[config.mk]
export PLATFORM = sky130hd
export DESIGN_NAME = txc_front_flat
export DESIGN_NICKNAME = d
export VERILOG_FILES = /design/src/hdl/txc_pkg.sv /design/src/hdl/txc_if.sv /design/src/hdl/txc_front.sv /design/src/flat_wrapper.sv
export SDC_FILE = /design/constraint.sdc
export NUM_CORES = 1
export LEC_CHECK = 0
export BUFFER_PORTS_ARGS = -buffer_cell sky130_fd_sc_hd__buf_2
export CORE_AREA = 2 2 39 41
export DETAILED_ROUTE_END_ITERATION = 8
export DIE_AREA = 0 0 41 43
export SYNTH_ARGS = -nofsm -noshare
export SYNTH_HDL_FRONTEND = slang
export SYNTH_SLANG_ARGS = --single-unit
export TNS_END_PERCENT = 20
[constraint.sdc]
create_clock -name vclk -period 0.8
set_clock_uncertainty 0.05 [all_clocks]
set_input_delay 0.12 -clock vclk [all_inputs]
set_output_delay 0.12 -clock vclk [all_outputs]
set_load 0.02 [all_outputs]
[src/hdl/txc_pkg.sv]
// Shared constants, request codes and command types of the text console writer.
package txc_pkg;

  localparam int ROWS_DEF        = 25;
  localparam int COLS_DEF        = 80;
  localparam int QUEUE_DEPTH_DEF = 2;

  localparam int REQ_TYPE_W   = 2;
  localparam int CHAR_W       = 8;
  localparam int CELL_INDEX_W = 11;
  localparam int COLOR_W      = 8;
  localparam int CUR_ROW_W    = 5;
  localparam int CUR_COL_W    = 7;

  localparam logic [CHAR_W-1:0]  SPACE_CODE   = 8'd32;
  localparam logic [CHAR_W-1:0]  NEWLINE_CODE = 8'd10;
  localparam logic [COLOR_W-1:0] RESET_COLOR  = 8'd15;

  localparam logic [REQ_TYPE_W-1:0] REQ_PUT   = 2'd0;
  localparam logic [REQ_TYPE_W-1:0] REQ_READ  = 2'd1;
  localparam logic [REQ_TYPE_W-1:0] REQ_CLEAR = 2'd2;

  typedef enum logic [2:0] {
    CMD_PUT,
    CMD_NEWLINE,
    CMD_READ,
    CMD_CLEAR,
    CMD_NOP
  } cmd_kind_e;

  typedef struct packed {
    cmd_kind_e               kind;
    logic [CHAR_W-1:0]       char_code;
    logic [CELL_INDEX_W-1:0] cell_index;
  } cmd_t;

endpackage

[src/hdl/txc_if.sv]
// Valid/ready channel interfaces for console requests and results.
interface txc_req_if;
  import txc_pkg::*;
  logic                    valid;
  logic                    ready;
  logic [REQ_TYPE_W-1:0]   req_type;
  logic [CHAR_W-1:0]       char_code;
  logic [CELL_INDEX_W-1:0] cell_index;

  modport source (output valid, req_type, char_code, cell_index, input ready);
  modport sink   (input valid, req_type, char_code, cell_index, output ready);
endinterface


[src/hdl/txc_front.sv]
// Request front: accepts items and turns them into queue commands.
module txc_front #(
  parameter int ROWS = txc_pkg::ROWS_DEF,
  parameter int COLS = txc_pkg::COLS_DEF
) (
  txc_req_if.sink       req_i,
  input  logic          queue_full_i,
  input  logic          init_busy_i,
  output logic          push_o,
  output txc_pkg::cmd_t cmd_o
);
  import txc_pkg::*;

  localparam int CELLS = ROWS * COLS;

  logic index_ok;

  assign index_ok    = (int'(req_i.cell_index) < CELLS);
  assign req_i.ready = !queue_full_i && !init_busy_i;
  assign push_o      = req_i.valid && req_i.ready;

  always_comb begin
    cmd_o.char_code  = req_i.char_code;
    cmd_o.cell_index = req_i.cell_index;
    unique case (req_i.req_type)
      REQ_PUT:   cmd_o.kind = (req_i.char_code == NEWLINE_CODE) ? CMD_NEWLINE : CMD_PUT;
      REQ_READ:  cmd_o.kind = index_ok ? CMD_READ : CMD_NOP;  // out of range reads as zero
      REQ_CLEAR: cmd_o.kind = CMD_CLEAR;
      default:   cmd_o.kind = CMD_NOP;
    endcase
  end

endmodule

[src/flat_wrapper.sv]
// flat-port wrapper written by rule: the top's interface ports become plain ports
module txc_front_flat import txc_pkg::*;
#(
  parameter int ROWS = txc_pkg::ROWS_DEF,
  parameter int COLS = txc_pkg::COLS_DEF
)
  (queue_full_i, init_busy_i, push_o, cmd_o, req_i_valid, req_i_req_type, req_i_char_code, req_i_cell_index, req_i_ready);
  txc_req_if req_i_i ();
  input  logic queue_full_i;
  input  logic init_busy_i;
  output logic push_o;
  output txc_pkg::cmd_t cmd_o;
  input wire logic [$bits(req_i_i.valid)-1:0] req_i_valid;
  input wire logic [$bits(req_i_i.req_type)-1:0] req_i_req_type;
  input wire logic [$bits(req_i_i.char_code)-1:0] req_i_char_code;
  input wire logic [$bits(req_i_i.cell_index)-1:0] req_i_cell_index;
  output wire logic [$bits(req_i_i.ready)-1:0] req_i_ready;
  assign req_i_i.valid = req_i_valid;
  assign req_i_i.req_type = req_i_req_type;
  assign req_i_i.char_code = req_i_char_code;
  assign req_i_i.cell_index = req_i_cell_index;
  assign req_i_ready = req_i_i.ready;
  txc_front #(.ROWS(ROWS), .COLS(COLS)) u_core (.req_i(req_i_i), .queue_full_i(queue_full_i), .init_busy_i(init_busy_i), .push_o(push_o), .cmd_o(cmd_o));
endmodule
==> impl_metrics.yaml, run 1 <==
job:
  cap_violations: 0
cells_and_area:
  drive_above_1_share_pct: 84.9
  num_antenna_cells: 0
  n_sequential_cell: 0
  area_growth_pct: 50.8
  fill_cells: 154
  final_cell_mix: "buf_2 (35), buf_4 (3), nor2_2 (2), nand2b_1 (2), buf_6 (2)"
  clock_buffers: 0
  multi_input_area_um2: 101
  fin_area_um2: 342
  register_area_um2: 0
  layout.nets: 79
  final_common_cell: "buf_2"
  stdcell_count: 69
worst_setup_path:
  cp.arrival_ns: 0.79
  crit_required_ns: 0.63
  worstPathCellList: "buf_6 > nor4_4 > a21oi_1 > nor2_1 > buf_4"
  cp_top_family: "simple AND/OR/NAND/NOR gates"
  path_buf_inv: 2
  critical-path-slowest-cell: "nor4_4"
  critical_path.max_stage_delay_ns: 0.25
  crit_start: "req_i_char_code[4]"
  critPathKind: "input pin to primary output"
  path_max_fanout: 2
  critPathLaunchType: "input pin"
  end_kind: "primary output"
yosys:
  synth_largest_area_cell: "buf_4"
  ys_top_cells_by_area: "buf_4 (63%), and4bb_2 (5.5%), nand2b_1 (5.5%)"
  syn_nets: 56
  synth_area_um2: 226
  synth_top_cell_area_share_pct: 63.0
  synth_seq_area_share_pct: 0
  synth_cell_type_count: 10
  ys_warn_count: 0
  avgSynthCellArea_um2: 7.08
  synthCells: 32
placement:
  place_inst: 69
  pre_cts_ws_ns: -0.237
  gp_congestion: 0.624
  port_buffers: 40
  dpl_cell_area_um2: 307
sta:
  rsz0062_at_grt: "true"
  hold_violations: 0
  setup_violations: 3
  worst_slew_pin_slew_ns: 0.190
  fin_crit_sh_pct: 121
  whs_ns: 0.190
  fin_ws_ns: -0.165
  drv_slew: 0
  period_needed_ns: 0.965
  fmax_mhz: 1040
  maxSlewHeadroom_pct: 87.2
power:
  peakVddDrop_mv: 0.143
  cellPowerDensity_nw_per_um2: 646
  power.total_mw: 0.221
  power.static_leakage_nw: 0.194
die:
  initial_core_util_pct: 16.4
  die-area_um2: 1760
  die_y_um: 43
  ios: 48
  num_rows: 14
  core_um2: 1380
  die_w_um: 41
status:
  status: "finished, violations left"
  violations: "setup timing"
global_route:
  grt_max_degree: 5
  antenna_found_initial: 0
  track_usage_pct: 5.69
  grt_overflow_total: 0
  first_global_vias: 231
  grt_pass1_wl_um: 779
clock_network:
  postCtsHoldBufs: 0
detailed_routing:
  drtPass1Iterations: 2
  wl_per_cell_um: 7.58
  routed_via_density: 3.90
  drt-initial-drc-count: 1
  ant_nets: 0
  wirelength_um: 523
  vias: 269
  drc: 0
min_path:
  hold_path_class: "input pin to primary output"
  min_from: "req_i_cell_index[0]"
==> cell type report <==
cell class	instances	share of cell area (%)
Tap cell	16	5.86
Multi-Input combinational cell	13	29.7
Timing Repair Buffer	40	64.5
==> power breakdown <==
part	leakage [nW]	internal [mW]	switching, mW
clock network	0	0	0
registers	0	0	0
logic	0.194	0.0968	0.124
==> routing by layer <==
metal / routed length [µm] / global-route usage, % / vias to the layer above
met3: 119 / 1.57 / 0
met1: 147 / 4.75 / 108
li1: - / - / 131
met4: 0 / 0 / 0
met2: 255 / 12.2 / 30
met5: 0 / 0 / -
==> final timing paths <==
path | end | slack (ns) | depth (start not counted)
max | cmd_o[19] | -0.16 | 5
min | cmd_o[0] | 0.19 | 0
==> repair_timing <==
action	in CTS	in global routing
gates resized for setup	9	1
pin swaps	5	3
setup endpoints to repair	3	4
hold endpoints to repair	0	0
setup buffers	0	0
==> synthesized netlist by cell type <==
cell type	count
and4bb_2	1
nand2b_1	2
o21ai_0	2
nand4_1	1
nor2_1	3
o21a_1	1
and2_1	1
a21oi_1	1
nor4_2	1
buf_4	19
==> cells by family (layout without fill, tap and decap cells) <==
| logic type | after synthesis | count (layout) | synth area share, % |
|---|---|---|---|
| simple gates | 9 | 9 | 27.1 |
| compound gates | 4 | 4 | 9.94 |
| buf+inv | 19 | 40 | 63.0 |
==> per-stage QoR <==
stage               setup TNS [ns]  util [%]
global route                -0.476      24.7
finish                      -0.313      24.7
detailed placement          -0.487      22.2
floorplan                   -0.130         -
global placement            -0.470      22.2
CTS                         -0.369      24.5
(Power assumes the default switching activity.)
==> run 2: changes to the inputs <==
- CORE_AREA: 2 2 39 41 -> 8 8 45 47
- DIE_AREA: 0 0 41 43 -> 0 0 53 55
==> run 2 against run 1 <==
The run still ends with setup timing left. Utilization decreased by 0.18 points. Design area fell by 0.73%. Cell count unchanged. Via count is the same. First-iteration DRC count shrank 100%. Count of clock-buffer cells in the layout did not move. Combinational power barely moved. Worst hold slack unchanged. Sequential cell count did not move. Critical path type unchanged. Highest routed layer unchanged.
==> impl_metrics.yaml, run 2 (same netlist as run 1, synthesis figures left out) <==
worst_setup_path:
  path_max_fanout: 2
  critical-path-slowest-cell: "nor4_4"
  critical_path.max_stage_delay_ns: 0.28
  cp_top_family: "simple AND/OR/NAND/NOR gates"
  cp.arrival_ns: 0.80
  end_kind: "primary output"
  crit_required_ns: 0.63
  critPathKind: "input pin to primary output"
  worstPathCellList: "buf_6 > nor4_4 > a21oi_2 > nor2_1 > buf_4"
  critPathLaunchType: "input pin"
  path_buf_inv: 2
die:
  core_um2: 1380
  ios: 48
  die-area_um2: 2920
  num_rows: 14
  initial_core_util_pct: 16.4
  die_y_um: 55
  die_w_um: 53
cells_and_area:
  n_sequential_cell: 0
  num_antenna_cells: 0
  drive_above_1_share_pct: 83.0
  area_growth_pct: 49.7
  layout.nets: 79
  register_area_um2: 0
  fill_cells: 164
  multi_input_area_um2: 98.8
  clock_buffers: 0
  final_cell_mix: "buf_2 (35), buf_4 (3), nor2_1 (2), nand2b_1 (2), buf_6 (2)"
  final_common_cell: "buf_2"
detailed_routing:
  drc: 0
  wirelength_um: 797
  drtPass1Iterations: 1
  drt-initial-drc-count: 0
  wl_met2_um: 367
  routed_via_density: 3.90
  vias: 269
  ant_nets: 0
  wl_met1_um: 308
  routed.top_layer: "met3"
  met3_length_um: 121
  wl_per_cell_um: 11.6
global_route:
  antenna_found_initial: 0
  grt_max_degree: 5
  track_usage_pct: 4.69
  grt_pass1_wl_um: 1150
  first_global_vias: 312
  grt_overflow_total: 0
sta:
  hold_violations: 0
  drv_slew: 0
  fin_ws_ns: -0.171
  fin_crit_sh_pct: 121
  rsz0062_at_grt: "true"
  worst_slew_pin_slew_ns: 0.217
  setup_violations: 3
  fmax_mhz: 1030
  tns_ns: -0.378
  maxSlewHeadroom_pct: 85.4
  period_needed_ns: 0.971
power:
  power.total_mw: 0.222
  power.static_leakage_nw: 0.193
  peakVddDrop_mv: 0.131
  cellPowerDensity_nw_per_um2: 654
clock_network:
  postCtsSetupBuffers: 0
placement:
  gp_congestion: 0.623
  port_buffers: 40
status:
  violations: "setup timing"
  status: "finished, violations left"
min_path:
  hold_path_class: "input pin to primary output"
job:
  cap_violations: 0
==> run 2: repair_timing <==
item / CTS / global route
hold buffers: 0 / 0
endpoints found under the setup margin: 3 / 4
resized for setup: 5 / 2
pin swaps: 3 / 4
hold endpoints to repair: 0 / 0
==> run 2: area by class of cell <==
type | instances | area share [%]
timing repair buffer | 40 | 64.9
tap | 16 | 5.90
multi-input combinational | 13 | 29.2
==> run 2: path summary, 6_finish.rpt <==
| path | cells after the start | start | slack (ns) | endpoint |
|---|---|---|---|---|
| worst max-delay path | 5 | req_i_char_code[4] | -0.17 | cmd_o[19] |
| worst min-delay path | 0 | req_i_cell_index[0] | 0.19 | cmd_o[0] |
==> run 2: report_power, final <==
part | switching [mW] | internal, mW
sequential | 0 | 0
combinational | 0.125 | 0.0962
clock | 0 | 0
total | 0.125 | 0.0962
==> run 2: layer usage <==
| layer | GRT usage, % | vias to the layer above |
|---|---|---|
| li1 | - | 131 |
| met1 | 5.13 | 109 |
| met2 | 8.98 | 29 |
| met3 | 1.34 | 0 |
| met4 | 0.431 | 0 |
| met5 | 0 | - |
==> run 2: stage by stage <==
stage	setup WS, ns	area (µm²)	cells	util [%]	hold WS (ns)
floorplan	-0.102	229	32	-	0.235
global placement	-0.248	307	69	22.2	0.190
detailed placement	-0.245	307	69	22.2	0.190
CTS	-0.211	333	69	24.1	0.190
global route	-0.251	339	69	24.5	0.190
finish	-0.171	339	69	24.5	0.190
==> run 3: changes to the inputs <==
- ABC_AREA: unset -> 1
==> run 3 against run 2 <==
The flow still finishes with violations (setup timing). First-iteration DRC count increased by 1. Synthesized area increased by 22%. Worst hold slack did not move. Count of clock-buffer cells in the layout unchanged. Cell count up 28%. Fmax grew 17%. Total power increased by 22%. Highest routed layer unchanged. Utilization grew 7.1 points. Combinational power increased by 22%. Die area unchanged. Sequential share of layout area did not move.
==> impl_metrics.yaml, run 3 <==
min_path:
  hold_path_class: "input pin to primary output"
  holdPathStages: 0
yosys:
  synth_cell_type_count: 8
  ys_warn_count: 0
  avgSynthCellArea_um2: 5.42
  synth_top_cell_area_share_pct: 51.6
  synthCells: 51
  syn_nets: 75
  yosys-top-cells-count: "buf_4 (19), nand2_1 (13), inv_1 (7)"
  synth_area_um2: 277
  synth_seq_area_share_pct: 0
  ys_top_cells_by_area: "buf_4 (52%), nand2_1 (18%), inv_1 (9.5%)"
  synth.most_common_cell: "buf_4"
  synth_largest_area_cell: "buf_4"
sta:
  fmax_mhz: 1200
  whs_ns: 0.190
  hold_violations: 0
  period_needed_ns: 0.830
  fin_ws_ns: -0.0303
  fin_crit_sh_pct: 104
  setup_violations: 2
  maxSlewHeadroom_pct: 93.0
  drv_slew: 0
  worst_slew_pin_slew_ns: 0.104
  rsz0062_at_grt: "true"
worst_setup_path:
  critical-path-slowest-cell: "buf_6"
  end_kind: "primary output"
  path_max_fanout: 2
  critPathMostFrequentCell: "nand2_1"
  cp_top_family: "simple AND/OR/NAND/NOR gates"
  critical_path.max_stage_delay_ns: 0.12
  path_buf_inv: 3
  critPathKind: "input pin to primary output"
  cp.arrival_ns: 0.66
  worstPathCellList: "buf_2 > inv_1 > nand2_1 > nor2_1 > nand3_1 > nand2_1 > buf_6"
  critical_path_depth: 7
  crit_required_ns: 0.63
  critPathLaunchType: "input pin"
die:
  die-area_um2: 2920
  die_y_um: 55
  num_rows: 14
  die_w_um: 53
  ios: 48
  core_um2: 1380
  initial_core_util_pct: 20.0
placement:
  dp_hpwl_um: 803
  place_inst: 88
  gp_congestion: 0.639
  port_buffers: 40
  pre_cts_ws_ns: -0.0853
cells_and_area:
  fill_cells: 163
  final_util_pct: 31.6
  num_antenna_cells: 0
  n_sequential_cell: 0
  layout.nets: 98
  stdcell_count: 88
  area_growth_pct: 57.9
  clock_buffers: 0
  final_cell_mix: "buf_2 (30), nand2_1 (12), buf_6 (10), inv_2 (5), nor2_1 (4)"
  final_common_cell: "buf_2"
  multi_input_area_um2: 124
  drive_above_1_share_pct: 70.8
  register_area_um2: 0
power:
  cellPowerDensity_nw_per_um2: 619
  comb_power_share_pct: 100.0
  seq_power_share_pct: 0
  clkPwrFrac_pct: 0
  power_switching_mw: 0.147
  intPower_mw: 0.124
  power.total_mw: 0.270
  peakVddDrop_mv: 0.119
  swShare_pct: 54.3
  power.static_leakage_nw: 0.273
global_route:
  antenna_found_initial: 0
  grt_pass1_wl_um: 1160
  grt_max_degree: 5
  grt_overflow_total: 0
  first_global_vias: 296
  track_usage_pct: 4.80
detailed_routing:
  vias: 328
  routed_via_density: 3.73
  drtPass1Iterations: 2
  drt-initial-drc-count: 1
  drc: 0
  wirelength_um: 916
  wl_per_cell_um: 10.4
  ant_nets: 0
job:
  cap_violations: 0
status:
  status: "finished, violations left"
  violations: "setup timing"
[run 3: metal layers]
| layer | global-route usage (%) | vias up | share of wire (%) |
|---|---|---|---|
| met3 | 1.87 | 0 | 14 |
| li1 | - | 172 | - |
| met4 | 0 | 0 | 0 |
| met1 | 4.52 | 137 | 30 |
| met5 | 0 | - | 0 |
| met2 | 9.96 | 19 | 55 |
[run 3: cells by family after synthesis]
family / Yosys count / synth area share, %
AND/OR/NAND/NOR: 24 / 37.6
buffers and inverters: 27 / 62.4
[run 3: timing repair]
item | CTS | global route
pin swaps | 6 | 9
hold buffers | 0 | 0
gates resized for setup | 14 | 8
setup endpoints to repair | 3 | 3
setup buffers | 0 | 0
[run 3: metrics by stage]
stage	area, µm²	TNS [ns]
6_report	437	-0.0527
5_1_grt	437	-0.250
4_1_cts	405	-0.126
3_5_place_dp	359	-0.224
3_3_place_gp	359	-0.189
2_1_floorplan	282	0
[run 3: worst paths after layout]
kind	start	slack [ns]	endpoint
worst min-delay path	req_i_cell_index[0]	0.19	cmd_o[0]
worst max-delay path	req_i_char_code[2]	-0.03	cmd_o[19]
[run 3: layout make-up]
type	instances	share of cell area, %
inverter	8	6.88
multi-input combinational	24	28.4
timing repair buffer	40	60.2
tap	16	4.58
[run 3: power groups by stage]
stage | clock (mW) | combinational, mW | sequential, mW
4_1_cts | 0 | 0.256 | 0
6_report | 0 | 0.270 | 0
3_3_place_gp | 0 | 0.224 | 0
3_5_place_dp | 0 | 0.227 | 0
2_1_floorplan | 0 | 0.195 | 0
5_1_grt | 0 | 0.290 | 0
