## src/hdl/txc_pkg.sv

```systemverilog
// Shared constants, request codes and command types of the text console writer.
package txc_pkg;

  localparam int ROWS_DEF        = 25;
  localparam int COLS_DEF        = 80;
  localparam int QUEUE_DEPTH_DEF = 2;

  localparam int REQ_TYPE_W   = 2;
  localparam int CHAR_W       = 8;
  localparam int CELL_INDEX_W = 11;
  localparam int COLOR_W      = 8;
  localparam int CUR_ROW_W    = 5;
  localparam int CUR_COL_W    = 7;

  localparam logic [CHAR_W-1:0]  SPACE_CODE   = 8'd32;
  localparam logic [CHAR_W-1:0]  NEWLINE_CODE = 8'd10;
  localparam logic [COLOR_W-1:0] RESET_COLOR  = 8'd15;

  localparam logic [REQ_TYPE_W-1:0] REQ_PUT   = 2'd0;
  localparam logic [REQ_TYPE_W-1:0] REQ_READ  = 2'd1;
  localparam logic [REQ_TYPE_W-1:0] REQ_CLEAR = 2'd2;

  typedef enum logic [2:0] {
    CMD_PUT,
    CMD_NEWLINE,
    CMD_READ,
    CMD_CLEAR,
    CMD_NOP
  } cmd_kind_e;

  typedef struct packed {
    cmd_kind_e               kind;
    logic [CHAR_W-1:0]       char_code;
    logic [CELL_INDEX_W-1:0] cell_index;
  } cmd_t;

endpackage

```

## src/hdl/txc_fifo.sv

```systemverilog
// Short command queue between the request front and the execution back.
module txc_fifo #(
  parameter int DEPTH = txc_pkg::QUEUE_DEPTH_DEF
) (
  input  logic          clk_i,
  input  logic          rst_ni,
  input  logic          push_i,
  input  txc_pkg::cmd_t data_i,
  output logic          full_o,
  output logic          valid_o,
  output txc_pkg::cmd_t data_o,
  input  logic          pop_i
);
  import txc_pkg::*;

  localparam int PW = (DEPTH > 1) ? $clog2(DEPTH) : 1;
  localparam int NW = $clog2(DEPTH + 1);

  cmd_t          entry_q [DEPTH];
  logic [PW-1:0] wr_ptr_q, wr_ptr_d;
  logic [PW-1:0] rd_ptr_q, rd_ptr_d;
  logic [NW-1:0] count_q, count_d;
  logic          do_push, do_pop;

  assign full_o  = (count_q == NW'(DEPTH));
  assign valid_o = (count_q != '0);
  assign data_o  = entry_q[rd_ptr_q];
  assign do_push = push_i && !full_o;
  assign do_pop  = pop_i && valid_o;

  always_comb begin
    wr_ptr_d = wr_ptr_q;
    rd_ptr_d = rd_ptr_q;
    count_d  = count_q;
    if (do_push) begin
      wr_ptr_d = (wr_ptr_q == PW'(DEPTH - 1)) ? '0 : wr_ptr_q + PW'(1);
    end
    if (do_pop) begin
      rd_ptr_d = (rd_ptr_q == PW'(DEPTH - 1)) ? '0 : rd_ptr_q + PW'(1);
    end
    if (do_push && !do_pop) begin
      count_d = count_q + NW'(1);
    end else if (do_pop && !do_push) begin
      count_d = count_q - NW'(1);
    end
  end

  always_ff @(posedge clk_i or negedge rst_ni) begin
    if (!rst_ni) begin
      wr_ptr_q <= '0;
      rd_ptr_q <= '0;
      count_q  <= '0;
    end else begin
      wr_ptr_q <= wr_ptr_d;
      rd_ptr_q <= rd_ptr_d;
      count_q  <= count_d;
    end
  end

  always_ff @(posedge clk_i) begin
    if (do_push) begin
      entry_q[wr_ptr_q] <= data_i;
    end
  end

endmodule

```

## config.mk

```make
export PLATFORM = sky130hd
export DESIGN_NAME = txc_fifo
export DESIGN_NICKNAME = d
export VERILOG_FILES = /design/src/hdl/txc_pkg.sv /design/src/hdl/txc_fifo.sv
export SDC_FILE = /design/constraint.sdc
export NUM_CORES = 1
export LEC_CHECK = 0
export ABC_CLOCK_PERIOD_IN_PS = 3500
export BUFFER_PORTS_ARGS = -buffer_cell sky130_fd_sc_hd__buf_2
export CAP_MARGIN = 20
export CORE_ASPECT_RATIO = 1.5
export CORE_MARGIN = 2
export CORE_UTILIZATION = 50
export CTS_CLUSTER_SIZE = 24
export DETAILED_ROUTE_END_ITERATION = 7
export PLACE_DENSITY = 0.77
export SLEW_MARGIN = 20
export SYNTH_ARGS = -nofsm -noshare
export SYNTH_HDL_FRONTEND = slang
export SYNTH_SLANG_ARGS = --single-unit
```

## constraint.sdc

```tcl
create_clock -name clk_i -period 3.5 [get_ports clk_i]
set_input_delay 0 -clock clk_i [delete_from_list [all_inputs] [get_ports clk_i]]
set_output_delay 0 -clock clk_i [all_outputs]
set_load 0.03 [all_outputs]
```

==> results of run 1 <==
[metrics by stage]
stage / cells / setup WS [ns] / util
final: 208 / 1.64 / 0.702
after global placement: 176 / 1.67 / 0.606
after detailed placement: 176 / 1.53 / 0.606
after global routing: 208 / 1.54 / 0.702
after floorplan: 87 / 1.53 / -
after CTS: 208 / 1.52 / 0.700
[power by group]
group | switching, mW | internal [mW]
Clock | 0.160 | 0.135
Sequential | 0.0941 | 0.790
Combinational | 0.450 | 0.279
Total | 0.704 | 1.21
[layout make-up]
type,count,area share
Sequential cell,48,0.593
Timing Repair Buffer,73,0.203
Multi-Input combinational cell,35,0.145
Clock buffer,5,0.0287
Tap cell,42,0.0219
Clock inverter,3,0.00574
Inverter,2,0.00313
[layout by cell type, fill, tap and decap left out, types with 2 or more instances in the layout]
cell type      count
mux2_2            22
clkbuf_8           5
edfxtp_1          44
dlygate4sd3_1     24
xor2_1             2
buf_2             49
dfrtp_1            4
clkinv_2           2
xnor2_1            3
inv_1              2
[path summary, 6_finish.rpt]
path | from | to | slack, ns | depth (start not counted)
setup / recovery | rd_ptr_q | data_o[18] | 1.64 | 2
hold / removal | rst_ni | count_q[0] | 0.05 | 2
setup reg to reg | count_q[0] | entry_q[1][19] | 1.68 | 2
hold reg to reg | count_q[1] | count_q[1] | 0.54 | 1
max in group asynchronous | rst_ni | rd_ptr_q | 3.34 | 2
min in group clk_i | push_i | wr_ptr_q | 0.09 | 3
[registers in the layout, indices dropped and copies added, names as in the netlist]
signal    flops
wr_ptr_q      1
rd_ptr_q      1
entry_q      44
count_q       2
[critical path, stage by stage, from the launching register on]
cell and delay (ns):
dfrtp_1 0.95, mux2_2 0.43, buf_2 0.18
[kinds of logic after synthesis]
group	count (synthesis)	share of synthesized area
mux	22	0.138
fa+ha+maj	1	0.00698
flops	48	0.793
xor+xnor	5	0.0244
buf+inv	4	0.0168
simple gates	7	0.0203
[per-layer routing]
layer / global-route usage / part of all wire
met2: 0.313 / 0.60
met3: 0.0467 / 0.046
met4: 0.0974 / 0.029
met5: 0 / 0
met1: 0.155 / 0.33
[timing repair]
item                                   CTS  global route
hold buffers                            24             0
resized for setup                        0             0
endpoints found under the hold margin   49             0
==> impl_metrics.py, run 1 <==
metrics = {
    "drt": {
        "vias_per_cell": 4.87,
        "drtIter0Drc": 20,
        "ant_nets": 0,
        "remaining_drc_errors": 0,
        "drt_pass1_iterations": 4,
        "totalWireLength_um": 3060,
        "via_count": 1013,
        "routedWlPerCell_um": 14.7,
    },
    "cells_and_area": {
        "design_area_um2": 2400,
        "antenna_cells": 0,
        "multi_input_area_um2": 348,
        "seq_area_um2": 1420,
        "nFillCells": 249,
        "drive_gt1_frac": 0.482,
        "final_nets": 192,
        "syn_to_final_growth_pct": 33.8,
    },
    "global_routing": {
        "grt_pass1_wl_um": 4790,
        "grt_max_degree": 24,
        "antenna_found_initial": 0,
        "track_usage": 0.170,
        "grt_pass1_vias": 1092,
        "overflow": 0,
    },
    "timing": {
        "tns_ns": 0,
        "clock-skew-final_ns": 0.00439,
        "rsz0062_at_grt": "no",
        "timing.fmax_ghz": 0.538,
        "relSlewSlack": 0.331,
        "drv_slew": 0,
        "finalCritPeriodShare": 0.531,
        "whs_ns": 0.0469,
        "worst_pin_slew_ns": 1.00,
        "finalCriticalPeriod_ns": 1.86,
        "hold_viol_final": 0,
        "finalSetupViolCount": 0,
    },
    "floorplanning": {
        "dieArea_um2": 4090,
        "fp.dieH_um": 77.3,
        "initial_utilization": 0.525,
        "die_w_um": 52.9,
        "core_area_um2": 3420,
        "std_cell_rows": 26,
        "pin_count": 50,
    },
    "synth": {
        "yosys_warnings": 0,
        "synth_cells": 87,
        "synthTopCellsByArea": "edfxtp_1 74%, mux2_2 14%, dfrtp_1 5.6%",
        "ys_seq_area_frac": 0.793,
        "avgSynthCellArea_um2": 20.6,
        "synthFlopType": "edfxtp_1",
        "async_flop_share": 0.0833,
        "synth_commonest_cells": "44 x edfxtp_1, 22 x mux2_2, 4 x dfrtp_1",
        "synth_area_um2": 1790,
        "yosysMostFrequentCell": "edfxtp_1",
        "synth.net_count": 114,
        "synth-edff-count": 44,
        "yosys.area.top_type_share": 0.737,
        "yosysTopAreaCell": "edfxtp_1",
        "synth_cell_type_count": 14,
        "synth_seq_cells": 48,
    },
    "critical_path": {
        "cp_data_required_time_ns": 3.50,
        "critPathMaxFanout": 23,
        "arrival_ns": 1.86,
        "crit_path_end_kind": "output pin",
        "startpoint_type": "flip-flop",
        "worst-setup-path-type": "flip-flop to output pin",
    },
    "clocking": {
        "cts_made_buffers": 5,
        "clk_latency_ns": 0.29,
        "postCtsSetupBuffers": 0,
        "htree_levels": 2,
        "cts_tree": "done",
        "clockBufferDepth": 2,
        "cts_sinks": 48,
        "cts-root-buf": "clkbuf_8",
        "path_clk_slew_ns": 0.08,
    },
    "status": {
        "status": "finished, final reports clean",
    },
    "placement": {
        "hpwl_um": 1980,
        "port_buffers": 49,
        "routabilityCongestion": 0.628,
        "dpl_cell_area_um2": 2070,
    },
    "power": {
        "p_leak_nw": 0.939,
        "power-per-cell-area_nw_per_um2": 796,
        "finalPower_mw": 1.91,
        "peakVddDrop_mv": 0.699,
    },
    "flow_run": {
        "maxCapViolations": 0,
    },
    "worst_hold_path": {
        "hold_class": "input port to asynchronous set/reset pin",
    },
}
Note: power is estimated with default switching activity, not from simulation.
==> run 2, diff against run 1 <==
--- a/config.mk
+++ b/config.mk
@@ -5,7 +5,7 @@
 export SDC_FILE = /design/constraint.sdc
 export NUM_CORES = 1
 export LEC_CHECK = 0
-export ABC_CLOCK_PERIOD_IN_PS = 3500
+export ABC_CLOCK_PERIOD_IN_PS = 1900
 export BUFFER_PORTS_ARGS = -buffer_cell sky130_fd_sc_hd__buf_2
 export CAP_MARGIN = 20
 export CORE_ASPECT_RATIO = 1.5
==> constraint.sdc (replaced) <==
create_clock -name clk_i -period 1.9 [get_ports clk_i]
set_input_delay 0 -clock clk_i [delete_from_list [all_inputs] [get_ports clk_i]]
set_output_delay 0 -clock clk_i [all_outputs]
set_load 0.03 [all_outputs]
==> impl_metrics.py, run 2 (synthesized netlist as in run 1, its figures left out) <==
metrics = {
    "timing": {
        "hold_viol_final": 0,
        "finalCritPeriodShare": 0.823,
        "fin_ws_ns": 0.336,
        "finalCriticalPeriod_ns": 1.56,
        "finalSetupViolCount": 0,
        "worst_pin_slew_ns": 0.303,
        "tns_ns": 0,
        "rsz0062_at_grt": "no",
        "clock-skew-final_ns": 0.00763,
        "relSlewSlack": 0.798,
        "drv_slew": 0,
        "timing.fmax_ghz": 0.639,
    },
    "power": {
        "peakVddDrop_mv": 1.21,
        "power-per-cell-area_nw_per_um2": 1470,
        "p_leak_nw": 0.946,
        "finalPower_mw": 3.57,
    },
    "critical_path": {
        "crit_slowest_cell": "dfrtp_1",
        "worst-path-buf-inv": 2,
        "critPathMaxFanout": 22,
        "crit_chain": "buf_4, mux2_2, buf_2",
        "arrival_ns": 1.56,
        "crit_path_max_incr_delay_ns": 0.39,
        "crit_path_end_kind": "output pin",
        "cp_top_family": "buffers and inverters",
        "cp_data_required_time_ns": 1.90,
        "worst-setup-path-type": "flip-flop to output pin",
        "startpoint_type": "flip-flop",
    },
    "worst_hold_path": {
        "hold_class": "input port to asynchronous set/reset pin",
    },
    "status": {
        "status": "finished, final reports clean",
    },
    "clocking": {
        "clockBufferDepth": 2,
        "cts-root-buf": "clkbuf_8",
        "cts_sinks": 48,
        "htree_levels": 2,
        "cts_made_buffers": 5,
        "path_clk_slew_ns": 0.08,
        "cts_tree": "done",
        "cts_resized": 0,
        "clk_latency_ns": 0.30,
    },
    "drt": {
        "routedWlPerCell_um": 15.0,
        "dr_wl_met3_um": 140,
        "drt-met1-wl_um": 1090,
        "totalWireLength_um": 3160,
        "wl_met2_um": 1860,
        "top_layer_used": "met4",
        "ant_nets": 0,
        "drt_pass1_iterations": 3,
        "vias_per_cell": 4.80,
        "via_count": 1013,
        "drtIter0Drc": 30,
        "remaining_drc_errors": 0,
    },
    "placement": {
        "routabilityCongestion": 0.642,
        "hpwl_um": 1920,
        "dp_slack_ns": 0.388,
        "port_buffers": 49,
        "dp.cells": 179,
    },
    "global_routing": {
        "track_usage": 0.178,
        "grt_max_degree": 23,
        "grt_pass1_wl_um": 4960,
        "antenna_found_initial": 0,
        "overflow": 0,
        "grt_pass1_vias": 1093,
    },
    "cells_and_area": {
        "antenna_cells": 0,
        "utilization": 0.708,
        "top_register": "entry_q",
        "largest_reg_flops": 44,
        "final_nets": 195,
        "nFillCells": 244,
        "drive_gt1_frac": 0.491,
        "final_common_cell": "buf_2",
        "fin_cells": 211,
        "top_regs": "entry_q (44), count_q (2)",
        "layout_common_cells": "49 x buf_2, 44 x edfxtp_1, 24 x dlygate4sd3_1, 22 x mux2_2, 5 x clkbuf_8",
        "syn_to_final_growth_pct": 35.1,
    },
    "floorplanning": {
        "die_w_um": 52.9,
        "fp.dieH_um": 77.3,
        "core_area_um2": 3420,
        "pin_count": 50,
        "dieArea_um2": 4090,
        "initial_utilization": 0.525,
        "std_cell_rows": 26,
    },
    "flow_run": {
        "maxCapViolations": 0,
    },
}
run 2: layer usage:
metal	vias to the layer above	global-route usage
li1	491	-
met1	485	0.168
met2	30	0.325
met3	7	0.0642
met4	0	0.0769
met5	-	0
run 2: where the power goes:
part | switching, mW | internal [mW]
clock | 0.321 | 0.254
combinational | 0.913 | 0.538
sequential | 0.0896 | 1.45
run 2: timing repair:
action                                 CTS  global route
endpoints found under the hold margin   49             0
hold buffers                            24             0
setup endpoints to repair                0             0
buffers inserted                         0             0
run 2: layout make-up:
cell class / instances / area, µm² / area share
Multi-Input combinational cell: 35 / 343 / 0.142
Timing Repair Buffer: 76 / 508 / 0.210
Clock inverter: 3 / 18.8 / 0.00776
Tap cell: 42 / 52.6 / 0.0217
Sequential cell: 48 / 1420 / 0.587
Clock buffer: 5 / 68.8 / 0.0284
Inverter: 2 / 7.51 / 0.00310
run 2: final timing paths:
path / startpoint / end / slack, ns / cells past startpoint
worst max-delay path: rd_ptr_q / data_o[4] / 0.34 / 3
worst min-delay path: rst_ni / wr_ptr_q / 0.01 / 2
worst max register to register: count_q[0] / count_q[1] / 0.38 / 7
worst min register to register: count_q[1] / count_q[1] / 0.52 / 1
max in group asynchronous: rst_ni / rd_ptr_q / 1.77 / 2
min in group clk_i: push_i / wr_ptr_q / 0.03 / 3
run 2: per-stage QoR:
step,hold WS (ns),area (µm²)
final,0.0117,2420
after global routing,0.0165,2420
after CTS,0.00812,2420
after detailed placement,-0.189,2090
after global placement,-0.190,2090
after floorplan,-0.296,1790
==> run 3, diff against run 2 <==
--- a/config.mk
+++ b/config.mk
@@ -5,7 +5,8 @@
 export SDC_FILE = /design/constraint.sdc
 export NUM_CORES = 1
 export LEC_CHECK = 0
-export ABC_CLOCK_PERIOD_IN_PS = 1900
+export ABC_AREA = 1
+export ABC_CLOCK_PERIOD_IN_PS = 1600
 export BUFFER_PORTS_ARGS = -buffer_cell sky130_fd_sc_hd__buf_2
 export CAP_MARGIN = 20
 export CORE_ASPECT_RATIO = 1.5
==> constraint.sdc (replaced) <==
create_clock -name clk_i -period 1.6 [get_ports clk_i]
set_input_delay 0 -clock clk_i [delete_from_list [all_inputs] [get_ports clk_i]]
set_output_delay 0 -clock clk_i [all_outputs]
set_load 0.03 [all_outputs]
==> impl_metrics.py, run 3 <==
metrics = {
    "synth": {
        "synth_area_um2": 1840,
        "yosysMostFrequentCell": "nand2_1",
        "yosys.area.top_type_share": 0.719,
        "synth.area.mux_share": 0,
        "synth_cell_type_count": 15,
        "synth_cells": 146,
        "yosysTopAreaCell": "edfxtp_1",
        "synth-edff-count": 44,
        "synth_xor_area_frac": 0.00477,
        "synth_commonest_cells": "76 x nand2_1, 44 x edfxtp_1, 7 x inv_1",
        "synth_fa_ha_area_frac": 0.00681,
        "avgSynthCellArea_um2": 12.6,
        "synth_compound_area_frac": 0.00272,
        "ys_seq_area_frac": 0.774,
        "yosys_warnings": 0,
        "synthTopCellsByArea": "edfxtp_1 72%, nand2_1 16%, dfrtp_1 5.4%",
        "synthFlopType": "edfxtp_1",
        "synth.net_count": 173,
        "async_flop_share": 0.0833,
        "synth_seq_cells": 48,
        "synth_top_family_by_area": "simple AND/OR/NAND/NOR gates",
        "yosys.area_share.simple": 0.175,
    },
    "clocking": {
        "clk_latency_ns": 0.28,
        "cts_sinks": 48,
        "cts_tree": "done",
        "htree_levels": 2,
        "path_clk_slew_ns": 0.07,
        "postCtsSetupBuffers": 0,
        "cts_made_buffers": 5,
        "clockBufferDepth": 2,
        "cts-root-buf": "clkbuf_8",
    },
    "cells_and_area": {
        "syn_to_final_growth_pct": 35.7,
        "largest_reg_flops": 44,
        "antenna_cells": 0,
        "top_regs": "entry_q (44), count_q (2)",
        "final_nets": 255,
        "drive_gt1_frac": 0.284,
        "layout_common_cells": "76 x nand2_1, 49 x buf_2, 44 x edfxtp_1, 24 x dlygate4sd3_1, 7 x inv_1",
        "top_register": "entry_q",
        "final_common_cell": "nand2_1",
    },
    "power": {
        "power-per-cell-area_nw_per_um2": 1820,
        "p_leak_nw": 1.13,
        "peakVddDrop_mv": 1.47,
    },
    "global_routing": {
        "grt_pass1_wl_um": 4690,
        "track_usage": 0.161,
        "grt_max_degree": 24,
        "grt_pass1_vias": 1196,
        "antenna_found_initial": 0,
        "overflow": 0,
    },
    "critical_path": {
        "regToRegEndpoint": "count_q[1]",
        "rr_startpoint": "count_q[0]",
        "arrival_ns": 1.46,
        "crit_path_end_kind": "output pin",
        "critPathMaxFanout": 23,
        "cp_data_required_time_ns": 1.60,
        "worst-setup-path-type": "flip-flop to output pin",
        "r2r_slack_ns": 0.20,
        "startpoint": "rd_ptr_q",
        "crit_end": "data_o[19]",
        "worstRegToRegCells": 8,
        "startpoint_type": "flip-flop",
    },
    "floorplanning": {
        "dieArea_um2": 4180,
        "core_area_um2": 3580,
        "std_cell_rows": 27,
        "pin_count": 50,
        "fp.dieH_um": 78.2,
        "die_w_um": 53.5,
        "initial_utilization": 0.513,
    },
    "drt": {
        "drtIter0Drc": 7,
        "vias_per_cell": 4.54,
        "remaining_drc_errors": 0,
        "routedWlPerCell_um": 11.0,
        "via_count": 1234,
        "totalWireLength_um": 2990,
        "ant_nets": 0,
        "drt_pass1_iterations": 4,
    },
    "timing": {
        "worst_pin_slew_ns": 0.383,
        "relSlewSlack": 0.742,
        "drv_slew": 0,
        "finalCritPeriodShare": 0.914,
        "whs_ns": 0.0429,
        "clock-skew-final_ns": 0.00860,
        "hold_viol_final": 0,
        "fin_ws_ns": 0.138,
        "timing.fmax_ghz": 0.684,
        "finalSetupViolCount": 0,
        "finalCriticalPeriod_ns": 1.46,
        "rsz0062_at_grt": "no",
    },
    "placement": {
        "port_buffers": 49,
        "hpwl_um": 2030,
        "dp_slack_ns": 0.214,
        "routabilityCongestion": 0.693,
    },
    "status": {
        "status": "finished, final reports clean",
    },
    "flow_run": {
        "maxCapViolations": 0,
    },
    "worst_hold_path": {
        "hold_class": "input port to asynchronous set/reset pin",
    },
}
-- run 3: worst max-delay path: stages, from the launching register on --
cell     delay [ns]
dfrtp_1        0.44
inv_2          0.31
nand2_1        0.13
nand2_1        0.10
buf_2          0.20
-- run 3: kinds of logic after synthesis --
group	Yosys count
simple gates	83
flops	48
buf+inv	12
compound gates	1
xor+xnor	1
fa+ha+maj	1
-- run 3: worst min path at each step --
stage	cells after the start	endpoint	slack, ns
final	2	rd_ptr_q	0.04
after global routing	2	rd_ptr_q	0.04
after CTS	2	rd_ptr_q	0.03
after detailed placement	1	count_q[1]	-0.19
after global placement	1	count_q[1]	-0.19
after floorplan	0	count_q[0]	-0.30
-- run 3: final cells by class --
class | instances | area, µm²
flip-flops and latches | 48 | 1420
fillers | 264 | 1090
repair buffers | 79 | 531
multi-input cells | 86 | 350
clock buffers | 7 | 76.3
well taps | 43 | 53.8
clock inverters | 1 | 30.0
inverters | 8 | 30.0
-- run 3: what timing repair did --
item                                   CTS  global route
setup endpoints to repair                0             0
resized for setup                        0             0
hold buffers                            24             0
endpoints found under the hold margin   49             0
-- run 3: per-stage QoR --
| stage | cell area [µm²] | util | power, mW | TNS [ns] | cells |
|---|---|---|---|---|---|
| after floorplan | 1840 | - | 3.22 | -0.153 | 146 |
| after global placement | 2150 | 0.599 | 3.68 | 0 | 240 |
| after detailed placement | 2150 | 0.599 | 3.73 | 0 | 240 |
| after CTS | 2490 | 0.696 | 4.57 | 0 | 272 |
| after global routing | 2490 | 0.696 | 4.82 | 0 | 272 |
| final | 2490 | 0.696 | 4.54 | 0 | 272 |
-- run 3: report_power, final --
part	total, mW	leakage, nW	internal [mW]	switching [mW]
clock	0.794	0.0524	0.467	0.328
combinational	1.92	0.616	0.556	1.37
sequential	1.82	0.457	1.72	0.103
-- run 3: routing by layer --
layer | vias to the layer above | track usage | wire [µm]
met3 | 11 | 0.0456 | 172
met5 | - | 0 | 0
li1 | 643 | - | -
met1 | 535 | 0.149 | 1050
met4 | 0 | 0.0872 | 99
met2 | 45 | 0.296 | 1660
